## config.mk

```make
export PLATFORM = sky130hd
export DESIGN_NAME = delimiter_string_splitter
export DESIGN_NICKNAME = d
export VERILOG_FILES = /design/src/hw/rtl/dss_pkg.sv /design/src/hw/rtl/dss_match.sv /design/src/hw/rtl/dss_result_buf.sv /design/src/hw/rtl/delimiter_string_splitter.sv
export SDC_FILE = /design/constraint.sdc
export NUM_CORES = 1
export LEC_CHECK = 0
export ABC_AREA = 1
export BUFFER_PORTS_ARGS = -buffer_cell sky130_fd_sc_hd__buf_2
export CORE_MARGIN = 2
export CORE_UTILIZATION = 48
export DETAILED_ROUTE_END_ITERATION = 10
export PLACE_DENSITY_LB_ADDON = 0.15
export SYNTH_ARGS = -nofsm -noshare
export SYNTH_HDL_FRONTEND = slang
export SYNTH_SLANG_ARGS = --single-unit
export TNS_END_PERCENT = 50
```

## constraint.sdc

```tcl
create_clock -name clk_i -period 9.96 [get_ports clk_i]
set_input_delay 1.992 -clock clk_i [delete_from_list [all_inputs] [get_ports clk_i]]
set_output_delay 1.992 -clock clk_i [all_outputs]
set_load 0.05 [all_outputs]
```

## src/hw/rtl/dss_pkg.sv

```systemverilog
`default_nettype none

package dss_pkg;

  // Longest delimiter the block is built for, and the depth of the pending window.
  localparam int MaxDelimLen = 8;
  localparam int WinDepth    = 8;
  localparam int MaxLen      = (MaxDelimLen < WinDepth) ? MaxDelimLen : WinDepth;

  localparam int CharW  = 8;
  localparam int CountW = $clog2(WinDepth);

  // Configuration register indexes.
  localparam logic [1:0] CfgDelimBytes = 2'd0;
  localparam logic [1:0] CfgDelimLen   = 2'd1;
  localparam logic [1:0] CfgKeepEmpty  = 2'd2;

  // Input item kinds.
  localparam logic KindChar      = 1'b0;
  localparam logic KindEndString = 1'b1;

  typedef logic [CharW-1:0]  char_t;
  typedef logic [CountW-1:0] count_t;
  typedef logic [CountW:0]   num_t;

  typedef enum logic [1:0] {
    OutChar    = 2'd0,
    OutEndTok  = 2'd1,
    OutEndList = 2'd2
  } out_kind_e;

  // Every result caused by one request: leading token characters, then an
  // optional end of token and an optional end of list.
  typedef struct packed {
    char_t [WinDepth-1:0] chars;
    num_t                 nchar;
    logic                 eot;
    logic                 eol;
  } batch_t;

  // Splitter state carried from one request to the next.
  typedef struct packed {
    char_t [WinDepth-1:0] win;
    count_t               count;
    logic                 has_chars;
  } split_state_t;

endpackage

`default_nettype wire

```

## src/hw/rtl/dss_match.sv

```systemverilog
`default_nettype none

module dss_match import dss_pkg::*; (
  input  logic                     kind_i,
  input  char_t                    ch_i,
  input  split_state_t             state_i,
  input  logic [WinDepth*CharW-1:0] delim_bytes_i,
  input  logic [3:0]               delim_len_i,
  input  logic                     keep_empty_i,
  output batch_t                   batch_o,
  output split_state_t             state_o
);

  logic [3:0]                          eff_len;
  char_t [WinDepth-1:0]                wn;
  char_t [WinDepth-1:0]                wsh;
  char_t [WinDepth-1:0]                dch;
  logic  [WinDepth-1:0][WinDepth-1:0]  eq;
  logic  [WinDepth:0]                  viable;
  num_t                                pop;
  num_t                                rem;
  logic                                has_new;

  // Delimiter length: zero acts as one, anything longer is clamped.
  always_comb begin
    eff_len = delim_len_i;
    if (eff_len == 4'd0) begin
      eff_len = 4'd1;
    end
    if (eff_len > 4'(MaxLen)) begin
      eff_len = 4'(MaxLen);
    end
  end

  // Window with the new character written behind the held ones.
  always_comb begin
    for (int j = 0; j < WinDepth; j++) begin
      dch[j] = delim_bytes_i[j*CharW +: CharW];
      wn[j]  = (count_t'(j) == state_i.count) ? ch_i : state_i.win[j];
    end
  end

  always_comb begin
    for (int j = 0; j < WinDepth; j++) begin
      for (int i = 0; i < WinDepth; i++) begin
        eq[j][i] = (wn[j] == dch[i]);
      end
    end
  end

  // viable[k]: after dropping k leading characters, what is left is a prefix
  // of the delimiter.
  always_comb begin
    int   l;
    logic ok;
    l  = 0;
    ok = 1'b0;
    for (int k = 0; k <= WinDepth; k++) begin
      l  = int'(state_i.count) + 1 - k;
      ok = (l >= 0) && (l <= int'(eff_len));
      for (int i = 0; i < WinDepth; i++) begin
        if (i < l && k + i < WinDepth) begin
          ok = ok && eq[k+i][i];
        end
      end
      viable[k] = ok;
    end
  end

  // The smallest such k is the number of characters released.
  always_comb begin
    pop = num_t'(WinDepth);
    for (int k = WinDepth; k >= 0; k--) begin
      if (viable[k]) begin
        pop = num_t'(k);
      end
    end
  end

  assign rem     = num_t'(state_i.count) + num_t'(1) - pop;
  assign has_new = state_i.has_chars | (pop != '0);

  always_comb begin
    num_t src;
    src = '0;
    for (int j = 0; j < WinDepth; j++) begin
      src    = num_t'(j) + pop;
      wsh[j] = (src < num_t'(WinDepth)) ? wn[src[CountW-1:0]] : '0;
    end
  end

  always_comb begin
    batch_o = '0;
    state_o = state_i;
    if (kind_i == KindEndString) begin
      batch_o.chars     = state_i.win;
      batch_o.nchar     = num_t'(state_i.count);
      batch_o.eot       = state_i.has_chars | (state_i.count != '0) | keep_empty_i;
      batch_o.eol       = 1'b1;
      state_o.count     = '0;
      state_o.has_chars = 1'b0;
    end else begin
      batch_o.chars = wn;
      batch_o.nchar = pop;
      state_o.win   = wsh;
      if (4'(rem) == eff_len) begin
        batch_o.eot       = has_new | keep_empty_i;
        state_o.count     = '0;
        state_o.has_chars = 1'b0;
      end else begin
        state_o.count     = rem[CountW-1:0];
        state_o.has_chars = has_new;
      end
    end
  end

endmodule

`default_nettype wire

```

## src/hw/rtl/dss_result_buf.sv

```systemverilog
`default_nettype none

module dss_result_buf import dss_pkg::*; (
  input  logic      clk_i,
  input  logic      rst_ni,
  input  logic      load_i,
  input  batch_t    batch_i,
  input  logic      out_ready_i,
  output logic      out_valid_o,
  output out_kind_e out_kind_o,
  output char_t     out_value_o,
  output logic      final_result_o,
  output logic      free_o
);

  logic     valid_q;
  batch_t   batch_q;
  num_t     pos_q;
  num_t     pos_d;
  num_t     total;
  logic     last;

  assign total = batch_q.nchar + num_t'(batch_q.eot) + num_t'(batch_q.eol);
  assign last  = (pos_q == total - num_t'(1));
  assign free_o = !valid_q || (out_ready_i && last);

  assign out_valid_o    = valid_q;
  assign final_result_o = last;

  always_comb begin
    out_value_o = '0;
    if (pos_q < batch_q.nchar) begin
      out_kind_o  = OutChar;
      out_value_o = batch_q.chars[pos_q[CountW-1:0]];
    end else if (pos_q == batch_q.nchar && batch_q.eot) begin
      out_kind_o = OutEndTok;
    end else begin
      out_kind_o = OutEndList;
    end
  end

  assign pos_d = load_i ? '0 : (pos_q + num_t'(1));

  always_ff @(posedge clk_i or negedge rst_ni) begin
    if (!rst_ni) begin
      valid_q <= 1'b0;
      pos_q   <= '0;
    end else if (load_i) begin
      valid_q <= 1'b1;
      pos_q   <= pos_d;
    end else if (valid_q && out_ready_i) begin
      valid_q <= !last;
      pos_q   <= pos_d;
    end
  end

  always_ff @(posedge clk_i) begin
    if (load_i) begin
      batch_q <= batch_i;
    end
  end

endmodule

`default_nettype wire

```

## src/hw/rtl/delimiter_string_splitter.sv

```systemverilog
// Splits a character stream on a delimiter of one to eight characters, one
// character per request, leftmost match first, with no overlapping matches.
// Each result is a token character, an end of token or an end of list, and
// final_result_o marks the last result caused by a request. A request is
// registered at the input, judged against the delimiter by a parallel window
// compare and handed to the result buffer, whose register offers its results.
// The result buffer sends one result per cycle while out_ready_i is high, which
// sets the rate: a request that causes n results (0 to 9) holds the buffer until
// its last result is taken, and one that causes none passes straight through.
// A character that releases at most one result therefore keeps a steady stream
// at one request per cycle while out_ready_i is high. Configuration is written
// through cfg_we_i / cfg_index_i / cfg_data_i and must only change while the
// block is idle.
`default_nettype none

module delimiter_string_splitter import dss_pkg::*; (
  input  logic        clk_i,
  input  logic        rst_ni,
  input  logic        cfg_we_i,
  input  logic [1:0]  cfg_index_i,
  input  logic [63:0] cfg_data_i,
  input  logic        in_valid_i,
  output logic        in_ready_o,
  input  logic        kind_i,
  input  logic [7:0]  data_value_i,
  output logic        out_valid_o,
  input  logic        out_ready_i,
  output logic [1:0]  out_kind_o,
  output logic [7:0]  out_value_o,
  output logic        final_result_o
);

  // Configuration registers, reset to a single '|' delimiter.
  logic [63:0] delim_bytes_q;
  logic [3:0]  delim_len_q;
  logic        keep_empty_q;

  always_ff @(posedge clk_i or negedge rst_ni) begin
    if (!rst_ni) begin
      delim_bytes_q <= 64'd124;
      delim_len_q   <= 4'd1;
      keep_empty_q  <= 1'b0;
    end else if (cfg_we_i) begin
      unique case (cfg_index_i)
        CfgDelimBytes: delim_bytes_q <= cfg_data_i;
        CfgDelimLen:   delim_len_q   <= cfg_data_i[3:0];
        CfgKeepEmpty:  keep_empty_q  <= cfg_data_i[0];
        default: ;
      endcase
    end
  end

  // Input register: holds one request until the buffer can take its results.
  logic  in_valid_q;
  logic  in_kind_q;
  char_t in_char_q;
  logic  advance;

  assign in_ready_o = !in_valid_q || advance;

  always_ff @(posedge clk_i or negedge rst_ni) begin
    if (!rst_ni) begin
      in_valid_q <= 1'b0;
    end else if (in_ready_o) begin
      in_valid_q <= in_valid_i;
    end
  end

  always_ff @(posedge clk_i) begin
    if (in_valid_i && in_ready_o) begin
      in_kind_q <= kind_i;
      in_char_q <= data_value_i;
    end
  end

  // Splitter state. The window contents need no reset: only the first
  // pending-count entries are ever looked at.
  char_t [WinDepth-1:0] win_q;
  count_t               count_q;
  logic                 has_chars_q;
  split_state_t         state_cur;
  split_state_t         state_d;
  batch_t               batch;
  logic                 no_results;
  logic                 buf_free;
  out_kind_e            out_kind;

  assign state_cur.win       = win_q;
  assign state_cur.count     = count_q;
  assign state_cur.has_chars = has_chars_q;

  dss_match u_match (
    .kind_i        (in_kind_q),
    .ch_i          (in_char_q),
    .state_i       (state_cur),
    .delim_bytes_i (delim_bytes_q),
    .delim_len_i   (delim_len_q),
    .keep_empty_i  (keep_empty_q),
    .batch_o       (batch),
    .state_o       (state_d)
  );

  // A request that releases nothing only updates the state and never waits.
  assign no_results = (batch.nchar == '0) && !batch.eot && !batch.eol;
  assign advance    = in_valid_q && (no_results || buf_free);

  always_ff @(posedge clk_i or negedge rst_ni) begin
    if (!rst_ni) begin
      count_q     <= '0;
      has_chars_q <= 1'b0;
    end else if (advance) begin
      count_q     <= state_d.count;
      has_chars_q <= state_d.has_chars;
    end
  end

  always_ff @(posedge clk_i) begin
    if (advance) begin
      win_q <= state_d.win;
    end
  end

  dss_result_buf u_result_buf (
    .clk_i          (clk_i),
    .rst_ni         (rst_ni),
    .load_i         (advance && !no_results),
    .batch_i        (batch),
    .out_ready_i    (out_ready_i),
    .out_valid_o    (out_valid_o),
    .out_kind_o     (out_kind),
    .out_value_o    (out_value_o),
    .final_result_o (final_result_o),
    .free_o         (buf_free)
  );

  assign out_kind_o = out_kind;

endmodule

`default_nettype wire

```

==> impl_results.md <==
- Number of distinct library cells after synthesis: 49
- Cts repair resizes: 0
- R2R Setup Slk: roughly 2.0 ns
- Main synth FF type: edfxtp_1
- Ranking of synthesized cells by area: nand2_1 (25%), edfxtp_1 (22%), nand3_1 (11%)
- Initial drt markers: 3213
- Post-Syn Nets: 3358
- Mean Syn Cell Area: roughly 6 µm²
- Final ANT Viol Nets: 0
- ANT cells: 0
- Clk_lat worst skew: roughly 0.57 ns
- Drt first pass iters: 6
- CTS Sinks: ~220
- Worst Setup SP: count_q[0]$_DFFE_PN0N_
- Post-synth top cells: nand2_1 (1316), nand3_1 (442), nor2_1 (336)
- I/O pins: 93
- Yosys warnings: 0
- Post-CTS setup buffers: 0
- Hold Path Depth: 2
- Via count: ~23000
- Synth Area in Compound Gates: 0.0728
- Sequential power share: 0.192
- Fin crit share: 0.903
- Fraction of the yosys area taken by sequential cells: 0.317
- Final-report max-slew violation count: 0
- Max IR drop VDD: 0.372 mV
- RSZ-0062 raised after global routing: false
- Worst Hold Class: flip-flop to flip-flop
- Setup TNS: 0 ns
- Critical path destination: in_ready_o
- Area Overhead vs Synth: 8.07%
- Startpoint class of the critical path: flip-flop
- Total gr overflow: 0
- Fill cells: 4167
- First-pass GRT wire length: about 130 mm
- Root Driver: clkbuf_16
- Drt drc: 0
- Layout cells sized above 1: 0.0664
- Cell area after placement: 20500 µm²
- Core area: a little over 40000 µm²
- Die area: ~43000 µm²
- Site Rows: 74
- Clock Path Buffers: 3
- Crit. path cell count: 27
- Hold Buf Count CTS: 0
- Initial Util: 0.486
- Crit path buffers/inverters: 7
- Worst reg2reg startpoint: count_q[0]$_DFFE_PN0N_
- Synth top area share: 0.250
- Setup crit end kind: output port
- Synth area leader: nand2_1
- Fin util: 0.525
- Switching fraction of total power: 0.591
- Largest net degree at the start of global routing: 99
- Vias in the first global route: between 20000 and 25000
- Adder-Cell Fraction of Synth Area: 0.0494
- Status: finished, final reports clean
- Sw Pwr: around 5600 µW
- XOR/XNOR Fraction of Synth Area: 0.0248
- Worst rel slew slack: 0.179
- # port buffers: about 90
- Synth Cell Area: 19800 µm²
- Final #Nets: ~3400
- Post-DP HPWL: 68.9 mm
- Fmax: 0.111 GHz
- WP data arrival: ~7.0 ns
- Leakage Power: around 0.011 µW
- Fraction of synthesized area in multiplexers: 0
- Vias per cell: roughly 6
- Tmin final: about 9 ns
- Critical Path Fanout Max: 37
- CP max stage delay: 0.56 ns
- Combinational share of power: 0.702
- CP required: 7.97 ns
- Die width: between 200 and 250 µm
- CTS buffer count: 26
- FFs w/ async S/R, synth: 0.356
- Largest family of logic cells by synthesized area: simple AND/OR/NAND/NOR gates
- Worst-Margin Slew: ~1.2 ns
- EDFF count, synth: about 140
- Gpl congestion: ~1.1
- Initial antenna violation count: 3
- Total GRT Usage: 0.409
- Internal Power: a little under 4000 µW
- Worst R2R Path Depth: 31
- DP Cell Count: roughly 3700
- H-tree level count: 1
- Simple-gate portion of the synthesized area: 0.450
- Clk pwr share: 0.106
- Fin area: 21400 µm²
- Routed wire per std cell: 23.9 µm
- Final std cells w/o fill: approximately 3800
- Crit path max-delay family: simple AND/OR/NAND/NOR gates
- Max cap viols: 0
- Setup violators final: 0
- Cells after Synth: approximately 3200
- P per Cell Area: approximately 440 nW/µm²
- Number of synthesized register bits: around 220
- RR Endpoint: state_cur[52]$_SDFFCE_PP0P_
- Final hold viol count: 0
- Height of the die: 207 µm
- Crit path kind: flip-flop to output port
- Worst path slowest cell: dfrtp_1
- Setup Skew: approximately 0.021 ns
- Most frequent cell after synthesis: nand2_1
- Drt total wl: between 80 and 90 mm
- CTS tree: yes
- CTS clk-pin slew, worst paths: 0.07 ns
[area by class of cell]
class / count / area (µm²) / area share
Timing Repair Buffer: 118 / 658 / 0.0308
Clock inverter: 14 / 163 / 0.00760
Clock buffer: 34 / 702 / 0.0328
Tap cell: 532 / 666 / 0.0311
Inverter: 288 / 1080 / 0.0505
Sequential cell: 222 / 6280 / 0.294
Multi-Input combinational cell: 2561 / 11800 / 0.554
[metal layers]
layer / share of wire / vias up / wire (µm) / global-route usage
met5: 0 / - / 0 / 0
met4: 0.072 / 0 / 6490 / 0.230
met3: 0.11 / 318 / 9770 / 0.0706
met2: 0.43 / 1568 / 38700 / 0.632
met1: 0.39 / 10400 / 35000 / 0.542
li1: - / 10300 / - / -
[power groups by stage]
stage / clock network [µW] / logic [µW] / registers, µW
floorplan: 0 / 4610 / 1630
global placement: 0 / 6300 / 1810
detailed placement: 0 / 6390 / 1810
CTS: 1010 / 6430 / 1790
global route: 1040 / 7260 / 1820
finish: 1010 / 6640 / 1810
[metrics by stage]
stage                     power (µW)  worst slack [ns]  hold slack, ns
final                           9460             0.968           0.510
after CTS                       9230              1.26           0.516
after global routing           10100             0.748           0.534
after detailed placement        8200              1.89           0.499
after global placement          8110              1.89           0.496
after floorplan                 6250              1.75           0.424
[logic make-up after synthesis]
kind of cell    count (synthesis)
flops                         222
buf+inv                       418
fa+ha+maj                      77
simple gates                 2171
xor+xnor                       53
compound gates                260
[worst reg2reg max path, delay by kind of cell (launching register included)]
kind / cells / cell delay (ns)
and+or+nand+nor: 20 / 3.59
buffers and inverters: 7 / 2.44
adders and majority gates: 3 / 0.92
DFF: 1 / 0.51
AOI/OAI and AO/OA: 1 / 0.08
[layout by cell type (no fill, tap or decap), drive strengths merged, types with 46 or more instances in the layout]
cell type,synthesis,final
xor2,46,46
inv,276,279
nand3,442,442
nor2,341,341
o21ai,146,146
nand2,1334,1334
dfrtp,73,73
edfxtp,143,143
a21oi,83,83
buf,64,118
ha,75,75
[sequential cells by signal, summed over array words and instances (netlist names)]
| register | flops |
|---|---|
| delim_len_q | 4 |
| has_chars_q | 1 |
| delim_bytes_q | 64 |
| in_kind_q | 1 |
| keep_empty_q | 1 |
| u_result_buf.pos_q | 4 |
| in_char_q | 8 |
| u_result_buf.out_valid_o | 1 |
| state_cur | 64 |
| u_result_buf.batch_q | 70 |
| count_q | 3 |
| in_valid_q | 1 |
[how the worst min path moves through the flow]
| stage | from | end | slack, ns |
|---|---|---|---|
| 2_1_floorplan | in_kind_q$_DFFE_PP_ | u_result_buf.batch_q[0]$_DFFE_PP_ | 0.42 |
| 3_3_place_gp | delim_len_q[0]$_DFFE_PN1P_ | delim_len_q[0]$_DFFE_PN1P_ | 0.50 |
| 3_5_place_dp | delim_len_q[0]$_DFFE_PN1P_ | delim_len_q[0]$_DFFE_PN1P_ | 0.50 |
| 4_1_cts | delim_len_q[0]$_DFFE_PN1P_ | delim_len_q[0]$_DFFE_PN1P_ | 0.52 |
| 5_1_grt | has_chars_q$_DFFE_PN0N_ | has_chars_q$_DFFE_PN0N_ | 0.53 |
| 6_report | delim_len_q[0]$_DFFE_PN1P_ | delim_len_q[0]$_DFFE_PN1P_ | 0.51 |
(Power assumes the default switching activity.)
